===== src/hw/rtl/epmsc_pkg.sv =====
// shared types, constants and helpers of the encoder pid speed controller
`timescale 1ns / 1ps
`default_nettype none
package epmsc_pkg;

   localparam int COUNT_WIDTH_DEFAULT = 32;

   typedef enum logic [2:0] {
      OP_SAMPLE  = 3'd0,
      OP_SPEED   = 3'd1,
      OP_RUN     = 3'd2,
      OP_STOP    = 3'd3,
      OP_BRAKE   = 3'd4,
      OP_RESTART = 3'd5,
      OP_CLEAR   = 3'd6
   } opcode_type;

   typedef enum logic [2:0] {
      CSR_ENCODER_ENABLE     = 3'd0,
      CSR_PULSES_PER_REV     = 3'd1,
      CSR_GAIN_P             = 3'd2,
      CSR_GAIN_I             = 3'd3,
      CSR_GAIN_D             = 3'd4,
      CSR_DIRECTION_REVERSED = 3'd5
   } csr_index_type;

   localparam logic [6:0] DUTY_FULL = 7'd100;

   // x4 quadrature decode of {previous a, previous b, a, b}
   function automatic logic signed [1:0] quad_delta(input logic [3:0] idx);
      logic signed [1:0] d;
      begin
         case (idx)
            4'd1, 4'd7, 4'd8, 4'd14: d = 2'sd1;
            4'd2, 4'd4, 4'd11, 4'd13: d = -2'sd1;
            default: d = 2'sd0;
         endcase
         return d;
      end
   endfunction

   function automatic logic [6:0] sat_duty(input logic [31:0] m);
      begin
         return (m > 32'(DUTY_FULL)) ? DUTY_FULL : m[6:0];
      end
   endfunction

endpackage
`default_nettype wire


===== src/hw/rtl/encoder_pid_motor_speed_controller.sv =====
// encoder pid motor speed controller: quadrature count, speed estimate, pid, bridge duty
// every opcode but the speed step goes from idle straight to the done state
// the speed step runs a shared bit-serial multiplier (one multiplier bit a cycle) and a
// shared restoring divider (one quotient bit a cycle, 24 or 64 bits)
// one item at a time; the next transfer is taken once the result is in the output register
// synchronous active-high reset clears all registers, config to zero, time records unset
`timescale 1ns / 1ps
`default_nettype none
module encoder_pid_motor_speed_controller
   import epmsc_pkg::*;
#(
   parameter int COUNT_WIDTH = COUNT_WIDTH_DEFAULT
) (
   input  wire logic               clock,
   input  wire logic               reset,
   input  wire logic               req_valid,
   output logic                    req_ready,
   input  wire logic [2:0]         req_opcode,
   input  wire logic               req_encoder_a,
   input  wire logic               req_encoder_b,
   input  wire logic signed [23:0] req_target_speed,
   input  wire logic signed [15:0] req_duty_command,
   input  wire logic [31:0]        req_now_ms,
   output logic                    rsp_valid,
   input  wire logic               rsp_ready,
   output logic [6:0]              rsp_duty_a,
   output logic [6:0]              rsp_duty_b,
   output logic signed [23:0]      rsp_speed_rps,
   output logic signed [31:0]      rsp_pulse_count,
   input  wire logic               csr_valid,
   output logic                    csr_ready,
   input  wire logic [2:0]         csr_index,
   input  wire logic [15:0]        csr_data
);

   localparam int CW  = COUNT_WIDTH;
   localparam int AW  = (CW + 22 > 64) ? CW + 22 : 64;
   localparam int DRW = 48;
   localparam int DQW = 64;
   localparam int MW  = 32;
   localparam int SW  = 60;
   localparam logic [MW-1:0] SPEED_SCALE = 32'd4096000;
   localparam logic [MW-1:0] MILLI = 32'd1000;
   localparam logic [31:0] DT_DEFAULT = 32'd10;
   localparam logic signed [53:0] ISUM_MAX = 54'sd2147483647;
   localparam logic signed [53:0] ISUM_MIN = -54'sd2147483648;
   localparam logic signed [SW-1:0] OUT_HI = 60'sd1677721600;
   localparam logic signed [SW-1:0] OUT_LO = -60'sd1677721600;

   typedef enum logic [4:0] {
      ST_IDLE, ST_SPEED, ST_DEN, ST_SNUM, ST_SPDSET, ST_PIDCHK, ST_IDIV, ST_ISUM,
      ST_DDIV, ST_DSET, ST_PADD, ST_IADD, ST_DADD, ST_OUT, ST_MUL, ST_DIV, ST_DONE
   } state_type;

   state_type state_ff, mul_ret_ff, div_ret_ff;

   logic                  enc_en_ff, rev_ff;
   logic [15:0]           ppr_ff, gain_p_ff, gain_i_ff, gain_d_ff;
   logic [1:0]            quad_ff;
   logic signed [CW-1:0]  count_now_ff, count_last_ff;
   logic [31:0]           t_last_ff, t_pid_ff, now_ff, dt_ff;
   logic                  spd_valid_ff, pid_valid_ff;
   logic signed [23:0]    speed_ff, target_ff;
   logic signed [31:0]    integral_ff;
   logic signed [24:0]    eb_ff, err_ff;
   logic [6:0]            duty_a_ff, duty_b_ff;
   logic                  diff_neg_ff, over_ff, term_neg_ff;
   logic [35:0]           deriv_ff;
   logic signed [SW-1:0]  sum_ff;
   logic [AW-1:0]         acc_ff, mcand_ff;
   logic [MW-1:0]         mul_m_ff;
   logic [DRW-1:0]        div_r_ff, div_d_ff;
   logic [DQW-1:0]        div_q_ff;
   logic [6:0]            div_cnt_ff;
   logic                  rsp_valid_ff;
   logic [6:0]            rsp_a_ff, rsp_b_ff;
   logic signed [23:0]    rsp_speed_ff;
   logic signed [31:0]    rsp_count_ff;

   logic [1:0]            pins;
   logic signed [1:0]     qstep;
   logic [CW-1:0]         delta, dmag;
   logic                  dneg;
   logic [31:0]           elapsed;
   logic [AW-1:0]         n_hi;
   logic [DRW:0]          dv_t, dv_sub;
   logic                  dv_ge;
   logic signed [24:0]    err_val;
   logic [24:0]           err_abs;
   logic signed [25:0]    diff_val;
   logic [25:0]           diff_abs;
   logic signed [53:0]    iq_s, isum_wide;
   logic signed [31:0]    isum_sat;
   logic [31:0]           isum_abs;
   logic [15:0]           gp_abs, gi_abs, gd_abs;
   logic [SW-1:0]         term_mag;
   logic signed [SW-1:0]  term_val, sum_abs;
   logic [15:0]           cmd_abs;
   logic [23:0]           tgt_abs;
   logic                  drv_neg;
   logic [6:0]            drv_mag;
   logic [23:0]           q24;
   logic                  gains_zero;

   assign req_ready       = (state_ff == ST_IDLE);
   assign csr_ready       = 1'b1;
   assign rsp_valid       = rsp_valid_ff;
   assign rsp_duty_a      = rsp_a_ff;
   assign rsp_duty_b      = rsp_b_ff;
   assign rsp_speed_rps   = rsp_speed_ff;
   assign rsp_pulse_count = rsp_count_ff;

   always_comb begin
      pins     = {req_encoder_a, req_encoder_b};
      qstep    = quad_delta({quad_ff, pins});
      delta    = count_now_ff - count_last_ff;
      dneg     = delta[CW-1];
      dmag     = dneg ? (~delta + 1'b1) : delta;
      elapsed  = now_ff - t_last_ff;
      n_hi     = acc_ff >> 24;
      dv_t     = {div_r_ff, div_q_ff[DQW-1]};
      dv_sub   = dv_t - {1'b0, div_d_ff};
      dv_ge    = (dv_t >= {1'b0, div_d_ff});
      q24      = div_q_ff[23:0];
      err_val  = 25'(target_ff) - 25'(speed_ff);
      err_abs  = err_ff[24] ? 25'(-err_ff) : 25'(err_ff);
      diff_val = 26'(err_ff) - 26'(eb_ff);
      diff_abs = diff_val[25] ? 26'(-diff_val) : 26'(diff_val);
      iq_s     = err_ff[24] ? -$signed({1'b0, div_q_ff[52:0]})
                            : $signed({1'b0, div_q_ff[52:0]});
      isum_wide = 54'(integral_ff) + iq_s;
      if (isum_wide > ISUM_MAX) begin
         isum_sat = 32'sh7FFFFFFF;
      end else if (isum_wide < ISUM_MIN) begin
         isum_sat = -32'sh80000000;
      end else begin
         isum_sat = 32'(isum_wide);
      end
      isum_abs = integral_ff[31] ? 32'(-integral_ff) : 32'(integral_ff);
      gp_abs   = gain_p_ff[15] ? 16'(-gain_p_ff) : gain_p_ff;
      gi_abs   = gain_i_ff[15] ? 16'(-gain_i_ff) : gain_i_ff;
      gd_abs   = gain_d_ff[15] ? 16'(-gain_d_ff) : gain_d_ff;
      gains_zero = (gain_p_ff == 16'd0) && (gain_i_ff == 16'd0) && (gain_d_ff == 16'd0);
      if (state_ff == ST_IADD) begin
         term_mag = SW'(acc_ff[54:0]);
      end else begin
         term_mag = SW'({acc_ff[54:0], 4'b0});
      end
      term_val = term_neg_ff ? -$signed(term_mag) : $signed(term_mag);
      sum_abs  = sum_ff[SW-1] ? -sum_ff : sum_ff;
      cmd_abs  = req_duty_command[15] ? 16'(-req_duty_command) : 16'(req_duty_command);
      tgt_abs  = target_ff[23] ? 24'(-target_ff) : 24'(target_ff);
      case (state_ff)
         ST_IDLE: begin
            drv_neg = req_duty_command[15];
            drv_mag = sat_duty(32'(cmd_abs));
         end
         ST_PIDCHK: begin
            drv_neg = target_ff[23];
            drv_mag = sat_duty(32'(tgt_abs[23:12]));
         end
         default: begin
            if (sum_ff >= OUT_HI) begin
               drv_neg = 1'b0;
               drv_mag = DUTY_FULL;
            end else if (sum_ff <= OUT_LO) begin
               drv_neg = 1'b1;
               drv_mag = DUTY_FULL;
            end else begin
               drv_neg = sum_ff[SW-1];
               drv_mag = sum_abs[30:24];
            end
         end
      endcase
   end

   always_ff @(posedge clock) begin
      if (reset) begin
         state_ff      <= ST_IDLE;
         mul_ret_ff    <= ST_IDLE;
         div_ret_ff    <= ST_IDLE;
         enc_en_ff     <= 1'b0;
         rev_ff        <= 1'b0;
         ppr_ff        <= '0;
         gain_p_ff     <= '0;
         gain_i_ff     <= '0;
         gain_d_ff     <= '0;
         quad_ff       <= '0;
         count_now_ff  <= '0;
         count_last_ff <= '0;
         t_last_ff     <= '0;
         t_pid_ff      <= '0;
         spd_valid_ff  <= 1'b0;
         pid_valid_ff  <= 1'b0;
         speed_ff      <= '0;
         integral_ff   <= '0;
         eb_ff         <= '0;
         duty_a_ff     <= '0;
         duty_b_ff     <= '0;
         rsp_valid_ff  <= 1'b0;
         rsp_a_ff      <= '0;
         rsp_b_ff      <= '0;
         rsp_speed_ff  <= '0;
         rsp_count_ff  <= '0;
         now_ff        <= '0;
         dt_ff         <= '0;
         target_ff     <= '0;
         err_ff        <= '0;
         diff_neg_ff   <= 1'b0;
         over_ff       <= 1'b0;
         term_neg_ff   <= 1'b0;
         deriv_ff      <= '0;
         sum_ff        <= '0;
         acc_ff        <= '0;
         mcand_ff      <= '0;
         mul_m_ff      <= '0;
         div_r_ff      <= '0;
         div_d_ff      <= '0;
         div_q_ff      <= '0;
         div_cnt_ff    <= '0;
      end else begin
         if (csr_valid) begin
            case (csr_index_type'(csr_index))
               CSR_ENCODER_ENABLE:     enc_en_ff <= csr_data[0];
               CSR_PULSES_PER_REV:     ppr_ff    <= csr_data;
               CSR_GAIN_P:             gain_p_ff <= csr_data;
               CSR_GAIN_I:             gain_i_ff <= csr_data;
               CSR_GAIN_D:             gain_d_ff <= csr_data;
               CSR_DIRECTION_REVERSED: rev_ff    <= csr_data[0];
               default: ;
            endcase
         end
         if (rsp_valid_ff && rsp_ready && state_ff != ST_DONE) begin
            rsp_valid_ff <= 1'b0;
         end
         case (state_ff)
            ST_IDLE: begin
               if (req_valid) begin
                  state_ff <= (opcode_type'(req_opcode) == OP_SPEED) ? ST_SPEED : ST_DONE;
                  case (opcode_type'(req_opcode))
                     OP_SAMPLE: begin
                        if (enc_en_ff) begin
                           count_now_ff <= count_now_ff + CW'(qstep);
                           quad_ff      <= pins;
                        end
                     end
                     OP_SPEED: begin
                        target_ff <= req_target_speed;
                        now_ff    <= req_now_ms;
                     end
                     OP_RUN: begin
                        duty_a_ff <= (drv_neg == rev_ff) ? drv_mag : 7'd0;
                        duty_b_ff <= (drv_neg != rev_ff) ? drv_mag : 7'd0;
                     end
                     OP_STOP: begin
                        duty_a_ff <= 7'd0;
                        duty_b_ff <= 7'd0;
                     end
                     OP_BRAKE: begin
                        duty_a_ff <= DUTY_FULL;
                        duty_b_ff <= DUTY_FULL;
                     end
                     OP_RESTART: begin
                        count_now_ff  <= '0;
                        count_last_ff <= '0;
                        speed_ff      <= '0;
                        spd_valid_ff  <= 1'b0;
                        t_last_ff     <= '0;
                        quad_ff       <= pins;
                     end
                     OP_CLEAR: begin
                        count_now_ff  <= '0;
                        count_last_ff <= '0;
                        spd_valid_ff  <= 1'b0;
                        t_last_ff     <= '0;
                     end
                     default: ;
                  endcase
               end
            end
            ST_SPEED: begin
               if (enc_en_ff && ppr_ff != 16'd0 && spd_valid_ff && elapsed != 32'd0) begin
                  acc_ff     <= '0;
                  mcand_ff   <= AW'(elapsed);
                  mul_m_ff   <= MW'(ppr_ff);
                  mul_ret_ff <= ST_DEN;
                  state_ff   <= ST_MUL;
               end else begin
                  state_ff <= ST_PIDCHK;
                  if (enc_en_ff) begin
                     if (ppr_ff == 16'd0) begin
                        speed_ff <= '0;
                     end else if (!spd_valid_ff) begin
                        spd_valid_ff  <= 1'b1;
                        t_last_ff     <= now_ff;
                        count_last_ff <= count_now_ff;
                        speed_ff      <= '0;
                     end
                  end
               end
            end
            ST_DEN: begin
               div_d_ff   <= acc_ff[DRW-1:0];
               acc_ff     <= '0;
               mcand_ff   <= AW'(dmag);
               mul_m_ff   <= SPEED_SCALE;
               mul_ret_ff <= ST_SNUM;
               state_ff   <= ST_MUL;
            end
            ST_SNUM: begin
               // quotient of 2^24 or more saturates, else 24 quotient bits remain
               if (n_hi >= AW'(div_d_ff)) begin
                  over_ff  <= 1'b1;
                  state_ff <= ST_SPDSET;
               end else begin
                  over_ff    <= 1'b0;
                  div_r_ff   <= DRW'(n_hi);
                  div_q_ff   <= {acc_ff[23:0], (DQW - 24)'(0)};
                  div_cnt_ff <= 7'd24;
                  div_ret_ff <= ST_SPDSET;
                  state_ff   <= ST_DIV;
               end
            end
            ST_SPDSET: begin
               if (dneg) begin
                  speed_ff <= (over_ff || q24 >= 24'h800000) ? -24'sh800000 : -$signed(q24);
               end else begin
                  speed_ff <= (over_ff || q24 >= 24'h7FFFFF) ? 24'sh7FFFFF : $signed(q24);
               end
               count_last_ff <= count_now_ff;
               t_last_ff     <= now_ff;
               state_ff      <= ST_PIDCHK;
            end
            ST_PIDCHK: begin
               if (!enc_en_ff || gains_zero) begin
                  duty_a_ff <= (drv_neg == rev_ff) ? drv_mag : 7'd0;
                  duty_b_ff <= (drv_neg != rev_ff) ? drv_mag : 7'd0;
                  state_ff  <= ST_DONE;
               end else begin
                  dt_ff      <= (pid_valid_ff && now_ff > t_pid_ff) ? now_ff - t_pid_ff
                                                                    : DT_DEFAULT;
                  err_ff     <= err_val;
                  acc_ff     <= '0;
                  mcand_ff   <= AW'(err_val[24] ? 25'(-err_val) : 25'(err_val));
                  mul_m_ff   <= (pid_valid_ff && now_ff > t_pid_ff) ? now_ff - t_pid_ff
                                                                    : DT_DEFAULT;
                  mul_ret_ff <= ST_IDIV;
                  state_ff   <= ST_MUL;
               end
            end
            ST_IDIV: begin
               div_r_ff   <= '0;
               div_q_ff   <= {acc_ff[DQW-5:0], 4'b0};
               div_d_ff   <= DRW'(MILLI);
               div_cnt_ff <= 7'(DQW);
               div_ret_ff <= ST_ISUM;
               state_ff   <= ST_DIV;
            end
            ST_ISUM: begin
               integral_ff <= isum_sat;
               diff_neg_ff <= diff_val[25];
               acc_ff      <= '0;
               mcand_ff    <= AW'(diff_abs);
               mul_m_ff    <= MILLI;
               mul_ret_ff  <= ST_DDIV;
               state_ff    <= ST_MUL;
            end
            ST_DDIV: begin
               div_r_ff   <= '0;
               div_q_ff   <= acc_ff[DQW-1:0];
               div_d_ff   <= DRW'(dt_ff);
               div_cnt_ff <= 7'(DQW);
               div_ret_ff <= ST_DSET;
               state_ff   <= ST_DIV;
            end
            ST_DSET: begin
               deriv_ff    <= div_q_ff[35:0];
               sum_ff      <= '0;
               term_neg_ff <= err_ff[24] ^ gain_p_ff[15];
               acc_ff      <= '0;
               mcand_ff    <= AW'(err_abs);
               mul_m_ff    <= MW'(gp_abs);
               mul_ret_ff  <= ST_PADD;
               state_ff    <= ST_MUL;
            end
            ST_PADD: begin
               sum_ff      <= sum_ff + term_val;
               term_neg_ff <= integral_ff[31] ^ gain_i_ff[15];
               acc_ff      <= '0;
               mcand_ff    <= AW'(isum_abs);
               mul_m_ff    <= MW'(gi_abs);
               mul_ret_ff  <= ST_IADD;
               state_ff    <= ST_MUL;
            end
            ST_IADD: begin
               sum_ff      <= sum_ff + term_val;
               term_neg_ff <= diff_neg_ff ^ gain_d_ff[15];
               acc_ff      <= '0;
               mcand_ff    <= AW'(deriv_ff);
               mul_m_ff    <= MW'(gd_abs);
               mul_ret_ff  <= ST_DADD;
               state_ff    <= ST_MUL;
            end
            ST_DADD: begin
               sum_ff   <= sum_ff + term_val;
               state_ff <= ST_OUT;
            end
            ST_OUT: begin
               duty_a_ff    <= (drv_neg == rev_ff) ? drv_mag : 7'd0;
               duty_b_ff    <= (drv_neg != rev_ff) ? drv_mag : 7'd0;
               eb_ff        <= err_ff;
               t_pid_ff     <= now_ff;
               pid_valid_ff <= 1'b1;
               state_ff     <= ST_DONE;
            end
            ST_MUL: begin
               // shift-add, one multiplier bit a cycle
               if (mul_m_ff == '0) begin
                  state_ff <= mul_ret_ff;
               end else begin
                  if (mul_m_ff[0]) begin
                     acc_ff <= acc_ff + mcand_ff;
                  end
                  mcand_ff <= mcand_ff << 1;
                  mul_m_ff <= mul_m_ff >> 1;
               end
            end
            ST_DIV: begin
               // restoring divide, one quotient bit a cycle
               if (div_cnt_ff == 7'd0) begin
                  state_ff <= div_ret_ff;
               end else begin
                  div_r_ff   <= dv_ge ? dv_sub[DRW-1:0] : dv_t[DRW-1:0];
                  div_q_ff   <= {div_q_ff[DQW-2:0], dv_ge};
                  div_cnt_ff <= div_cnt_ff - 7'd1;
               end
            end
            ST_DONE: begin
               if (!rsp_valid_ff || rsp_ready) begin
                  rsp_valid_ff <= 1'b1;
                  rsp_a_ff     <= duty_a_ff;
                  rsp_b_ff     <= duty_b_ff;
                  rsp_speed_ff <= speed_ff;
                  rsp_count_ff <= 32'(count_now_ff);
                  state_ff     <= ST_IDLE;
               end
            end
            default: state_ff <= ST_IDLE;
         endcase
      end
   end

endmodule
`default_nettype wire


===== config.mk =====
export PLATFORM = sky130hd
export DESIGN_NAME = encoder_pid_motor_speed_controller
export DESIGN_NICKNAME = d
export VERILOG_FILES = /design/src/hw/rtl/epmsc_pkg.sv /design/src/hw/rtl/encoder_pid_motor_speed_controller.sv
export SDC_FILE = /design/constraint.sdc
export NUM_CORES = 2
export LEC_CHECK = 0
export ABC_CLOCK_PERIOD_IN_PS = 17800
export BUFFER_PORTS_ARGS = -buffer_cell sky130_fd_sc_hd__buf_2
export CORE_ASPECT_RATIO = 1.2
export CORE_MARGIN = 2
export CORE_UTILIZATION = 25
export DETAILED_ROUTE_END_ITERATION = 16
export GPL_TIMING_DRIVEN = 0
export RECOVER_POWER = 100
export REMOVE_ABC_BUFFERS = 1
export SYNTH_ARGS = -nofsm -noshare
export SYNTH_HDL_FRONTEND = slang
export SYNTH_SLANG_ARGS = --single-unit

===== constraint.sdc =====
create_clock -name clock -period 17.8 [get_ports clock]
set_input_delay 1.78 -clock clock [delete_from_list [all_inputs] [get_ports clock]]
set_output_delay 1.78 -clock clock [all_outputs]
set_load 0.005 [all_outputs]

-- Yosys cells after proc, flatten, opt, wreduce, memory -nomap -nowiden
Memories as Yosys holds them, arrays and structs flattened.
Index checks and enable logic that the tools add are counted.
- equal/unequal tests: 50
- reduce and logical (&&, ||, !) cells: 65
- magnitude comparators: 11
- bitwise operators: 5
- add/sub/neg operators: 25
- mux-type cells: 111
- operators by type and width (kind ; number):
    two-way mux 64 bit ; 10
    two-way mux 32 bit ; 19
    case mux 64 bit (4 select lines) ; 2
    case mux 64 bit (8 select lines) ; 1
    case mux 48 bit (3 select lines) ; 2
    case mux 32 bit (8 select lines) ; 1
    two-way mux 24 bit ; 10
    case mux 32 bit (3 select lines) ; 2
    two-way mux 48 bit ; 3
    case mux 60 bit (2 select lines) ; 1
    case mux 7 bit (3 select lines) ; 5
    subtractor 32 bit ; 3
    two-way mux 7 bit ; 12
    case mux 24 bit (3 select lines) ; 1
    adder 64 bit ; 1
    zero test 16 bit ; 4
    two-way mux 16 bit ; 4
    negator 16 bit ; 4
    case mux 32 bit (2 select lines) ; 1
    adder 60 bit ; 1
    >= comparator 60 x 32 -> 1 bit (second input constant) ; 1
    less-or-equal comparator 60 x 32 -> 1 bit (second input constant) ; 1
    two-way mux 60 bit ; 1
    negator 60 bit ; 1
    79 further kinds ; 176
- output and inout port bits: 73
- register bits: 918
- bits of input ports: 101
- word-level logic and storage cells: 310
- ROM bits: 32
- memories kept: 1
- memory list (name ; depth ; width ; read ports ; clocked after Yosys merged registers in ; wr ports ; RTL line ; text):
    (name not given) ; 16 ; 2 ; 1 ; 0 ; 0 ; epmsc_pkg.sv:33 ; case (idx)

-- Depth between registers and ports, before layout
- depth in word-level cells: 9
- mapped depth: 32
- mapped depth without buffers: 26

-- Worst setup path before layout
No wires, ideal clock.
- kind: register -> register
- start: register state_ff[3]
- end: register sum_ff[53]
- setup slack: 10698 ps
- arrival: 6986 ps
- data required time: 17683 ps
- stages on the path, launching flop included: 28
- clock period less this slack: 7102 ps
- path buffers: 7
- setup time: 117 ps
- path through: dfxtp_1 clkbuf_1 nand3b_1 nor2_1 clkbuf_1 buf_1 clkbuf_1 clkbuf_1 clkbuf_1 buf_1 nand2_1 ha_1 o21ai_0 nor4_1 a31oi_1 xnor2_1 ha_1 and3_1 a221oi_1 a21oi_1 or3b_2 a41oi_1 o21ai_0 a41oi_1 nand2b_1 a211oi_1 xnor2_1 a22o_1
- cells in the longest elaborated chain, start to end: 6
- elaborated cells between the ends (all ways): 11
- those cells by class: add/sub: 2; eq/ne: 4; mux: 3; reduce/logical: 2
- ends and longest elaborated chain (item ; RTL line ; text):
    start, declared ; encoder_pid_motor_speed_controller.sv:55 ; state_type state_ff, mul_ret_ff, div_ret_ff;
    start signal, assigned ; encoder_pid_motor_speed_controller.sv:239 ; state_ff <= (opcode_type'(req_opcode) == OP_SPEED) ? ST_SPEED : ST_DONE;
    start signal, assigned ; encoder_pid_motor_speed_controller.sv:419 ; state_ff <= mul_ret_ff;
    start signal, assigned ; encoder_pid_motor_speed_controller.sv:431 ; state_ff <= div_ret_ff;
    == test 5 x 4 -> 1 bit ; encoder_pid_motor_speed_controller.sv:144, encoder_pid_motor_speed_controller.sv:236 ;
    two-way mux 59 bit ; encoder_pid_motor_speed_controller.sv:144 ; if (state_ff == ST_IADD) begin
    negator 60 bit ; encoder_pid_motor_speed_controller.sv:149 ; term_val = term_neg_ff ? -$signed(term_mag) : $signed(term_mag);
    two-way mux 60 bit ; encoder_pid_motor_speed_controller.sv:149 ;
    adder 60 bit ; encoder_pid_motor_speed_controller.sv:387, encoder_pid_motor_speed_controller.sv:396, encoder_pid_motor_speed_controller.sv:405 ;
    case mux 60 bit (2 select lines) ; encoder_pid_motor_speed_controller.sv:236 ; case (state_ff)
    end signal, assigned ; encoder_pid_motor_speed_controller.sv:387 ; sum_ff <= sum_ff + term_val;
    end signal, assigned ; encoder_pid_motor_speed_controller.sv:396 ; sum_ff <= sum_ff + term_val;
    end signal, assigned ; encoder_pid_motor_speed_controller.sv:405 ; sum_ff <= sum_ff + term_val;
    end, declared ; encoder_pid_motor_speed_controller.sv:69 ; logic signed [SW-1:0] sum_ff;
Several ways; a longest one is shown, not always the timed one.
A chain may end at the register's enable or synchronous reset.

==> results.tsv <==
stage	metric	value	unit
logic_synthesis	ys.flop_type	dfxtp_1	
grt	gr-total-overflow	0	
clock_tree	clk_latency	0.78	ns
logic_synthesis	synthArstFlopShare	0	%
clock_tree	htreeDepth	3	
sta	grt_setup_unrepaired	no	
sta	fin_worst_skew	0.04216	ns
place	dp_hpwl	200000	um
sta	tightest_slew	6.917	ns
critical_path	r2r_start	now_ff[0]	
final_layout	multi_input_area	47060	um^2
critical_path	arrival	13.12	ns
logic_synthesis	avgSynthCellArea	7.358	um^2
sta	hold_viol_final	0	
clock_tree	cts_tree	built	
critical_path	r2r_end	mcand_ff[12]	
drt	drc_errors	0	
final_layout	postLayoutCoreUtil	28.05	%
logic_synthesis	ys_seq_area_share	26.63	%
clock_tree	clkTransAtPathRegs	0.06	ns
place	gp_congestion	0.9686	
grt	grt_max_degree	145	
status	status	complete, but fails checks	
critical_path	cp_max_fo	110	
hold_path	hold_path_class	flop to flop	
pwr	power.density	64.65	nW/um^2
final_layout	syn_to_final_growth	11.83	%
status	violations	max-capacitance violations, max-slew violations	
sta	period_needed	12.49	ns
clock_tree	cts_buffer_depth	3	
clock_tree	clock_sinks	916	
final_layout	seq_area	18340	um^2
clock_tree	cts_buffers	103	
drt	vias	69217	
die	die_area	279700	um^2
drt	wl	263200	um
job	cap_violations	18	
drt	drtPass1Iterations	9	
drt	drtAntennaViolNets	0	
critical_path	reg2regPathDepth	16	
die	die_height	578.9	um
die	initial_core_util	25.08	%
sta	fmax	80.06	MHz
final_layout	drive_gt1_share	5.485	%
grt	grt_pass1_vias	63985	
sta	relSlewSlack	-361.1	%
hold_path	hold_path_end	count_last_ff[20]	
place	port-buffer-count	172	
sta	timing.hold.ws	0.4487	ns
final_layout	finalNetCount	9681	
clock_tree	cts_resized	0	
grt	antenna_found_initial	10	
drt	wl_per_cell	20.53	um
critical_path	reg2reg_setup_slack	9.00	ns
clock_tree	cts_root_buf	clkbuf_16	
critical_path	path_class	primary input to flop	
die	core_area	274600	um^2
critical_path	startpoint_type	primary input	
clock_tree	cts_setup_buffers	0	
grt	gr-usage-all-layers	17.84	%
logic_synthesis	syn_inst	9359	
clock_tree	hold_buffers	0	
critical_path	crit_path_end_kind	flop	
logic_synthesis	synth-seq-cells	916	
die	io_pins	174	
sta	finalSetupViolations	0	
logic_synthesis	synth_edf_count	0	
critical_path	required	18.43	ns
pwr	p_leak	29.57	nW
logic_synthesis	synth_warnings	0	
logic_synthesis	syn_area	68860	um^2
final_layout	layout_commonest_cell	nand2_1	
die	die_w	483.1	um
pwr	vdd_drop_max	0.00009221	V
grt	grt_pass1_wl	394800	um
hold_path	worstHoldStart	count_last_ff[20]	
sta	min_period_over_period	70.17	%
logic_synthesis	synth.distinct_cells	95	
drt	vias_per_cell	5.400	
final_layout	final_cell_mix	nand2_1 (1,429), a21oi_1 (993), dfxtp_1 (913)	
die	row_count	211	
hold_path	min_path_cells	2	
final_layout	fillers	30109	
sta	final_max_slew_viol_count	930	
drt	dr.first_iter.drc_count	6693	
==> critical path: stages <==
cell and delay (ns):
clkbuf_1 2.85, buf_16 0.28, clkbuf_1 3.86, a21oi_1 2.90, buf_12 0.83, a22o_1 0.26
==> power by group <==
group	internal [mW]	switching (mW)
Sequential	2.07	0.0289
Combinational	0.181	0.378
Clock	1.31	1.02
==> synth_stat cells, types with 21 or more instances <==
library cell	number	area (um^2)
or3_1	75	469.2
mux2i_1	91	910.9
nand2_1	1438	5398
or2_2	39	244.0
ha_1	459	5743
inv_1	337	1265
dfxtp_1	916	18340
nand3_1	247	1236
xnor2_1	363	3179
clkbuf_1	549	2061
nor4_1	79	494.2
a211oi_1	84	630.6
o31ai_1	95	713.2
a21boi_0	23	172.7
a221oi_1	76	665.6
or4_1	38	285.3
nand4_1	96	600.6
a311oi_1	116	1016
xor2_1	235	2058
nor3_1	185	925.9
o22ai_1	31	193.9
nor2b_1	56	350.3
a21oi_1	997	4990
a22oi_1	137	1028
o41ai_1	30	262.8
o21a_1	56	420.4
o211ai_1	49	367.9
o221ai_1	31	271.5
o211a_1	21	210.2
o21ai_0	492	2462
o21bai_1	68	510.5
o2bb2ai_1	32	280.3
a222oi_1	35	350.3
nand3b_1	22	165.2
a31oi_1	74	462.9
buf_1	49	183.9
a22o_1	105	919.6
and2_1	50	312.8
nor2_1	762	2860
and3_1	54	337.8
nand2b_1	85	531.8
a21o_1	245	1839
==> layer usage <==
layer / routed length (um) / up-vias / GRT usage (%)
li1: - / 33382 / -
met1: 106600 / 32851 / 21.43
met2: 120200 / 2356 / 29.68
met3: 15120 / 622 / 2.133
met4: 21200 / 6 / 12.59
met5: 33 / - / 0
==> how the worst max path moves through the flow <==
stage / startpoint / endpoint / slack [ns] / cells after the start
floorplan: state_ff[4] / div_r_ff[43] / -1.46 / 9
global placement: state_ff[4] / div_r_ff[43] / -19.16 / 9
detailed placement: state_ff[1] / sum_ff[53] / 9.26 / 20
CTS: state_ff[1] / sum_ff[53] / 9.21 / 20
global route: reset / acc_ff[45] / 4.79 / 6
finish: reset / acc_ff[46] / 5.31 / 6
==> flip-flops by register name (all words and copies together) (netlist names), 25 cells and up <==
register	cells
rsp_pulse_count	32
mul_m_ff	32
t_last_ff	32
div_d_ff	48
count_last_ff	32
deriv_ff	36
t_pid_ff	32
eb_ff	25
now_ff	32
div_r_ff	48
acc_ff	64
integral_ff	32
sum_ff	60
mcand_ff	64
count_now_ff	32
div_q_ff	64
dt_ff	32
err_ff	25
==> through the flow <==
stage	TNS, ns	setup WS (ns)	cell area, um^2	std cells	power, mW
6_report	0	5.310	77010	12817	4.979
4_1_cts	0	9.214	77330	12809	5.012
2_1_floorplan	-57.05	-1.462	66450	8736	2.453
3_3_place_gp	-3238.80	-19.16	71840	12529	2.673
5_1_grt	0	4.793	76990	12810	5.125
3_5_place_dp	0	9.260	73760	12627	2.693
==> logic make-up (layout without fill, tap and decap cells) <==
logic type      count (synthesis)  in the layout  synth area share, %
fa+ha+maj                     469            469                8.630
simple gates                 3292           3292                21.47
flops                         916            916                26.63
mux                            98             98                1.454
compound gates               3025           3025                28.85
other cells                     1              9             0.005445
buf+inv                       960            789                5.349
xor+xnor                      598            598                7.606
==> cell type report <==
class	count	share of cell area [%]
Clock inverter	49	0.9001
Antenna cell	8	0.02600
Tap cell	3621	5.883
Inverter	337	1.644
Timing Repair Buffer	270	2.897
Sequential cell	916	23.82
Multi-Input combinational cell	7483	61.11
Clock buffer	133	3.727
(Power assumes the default switching activity.)
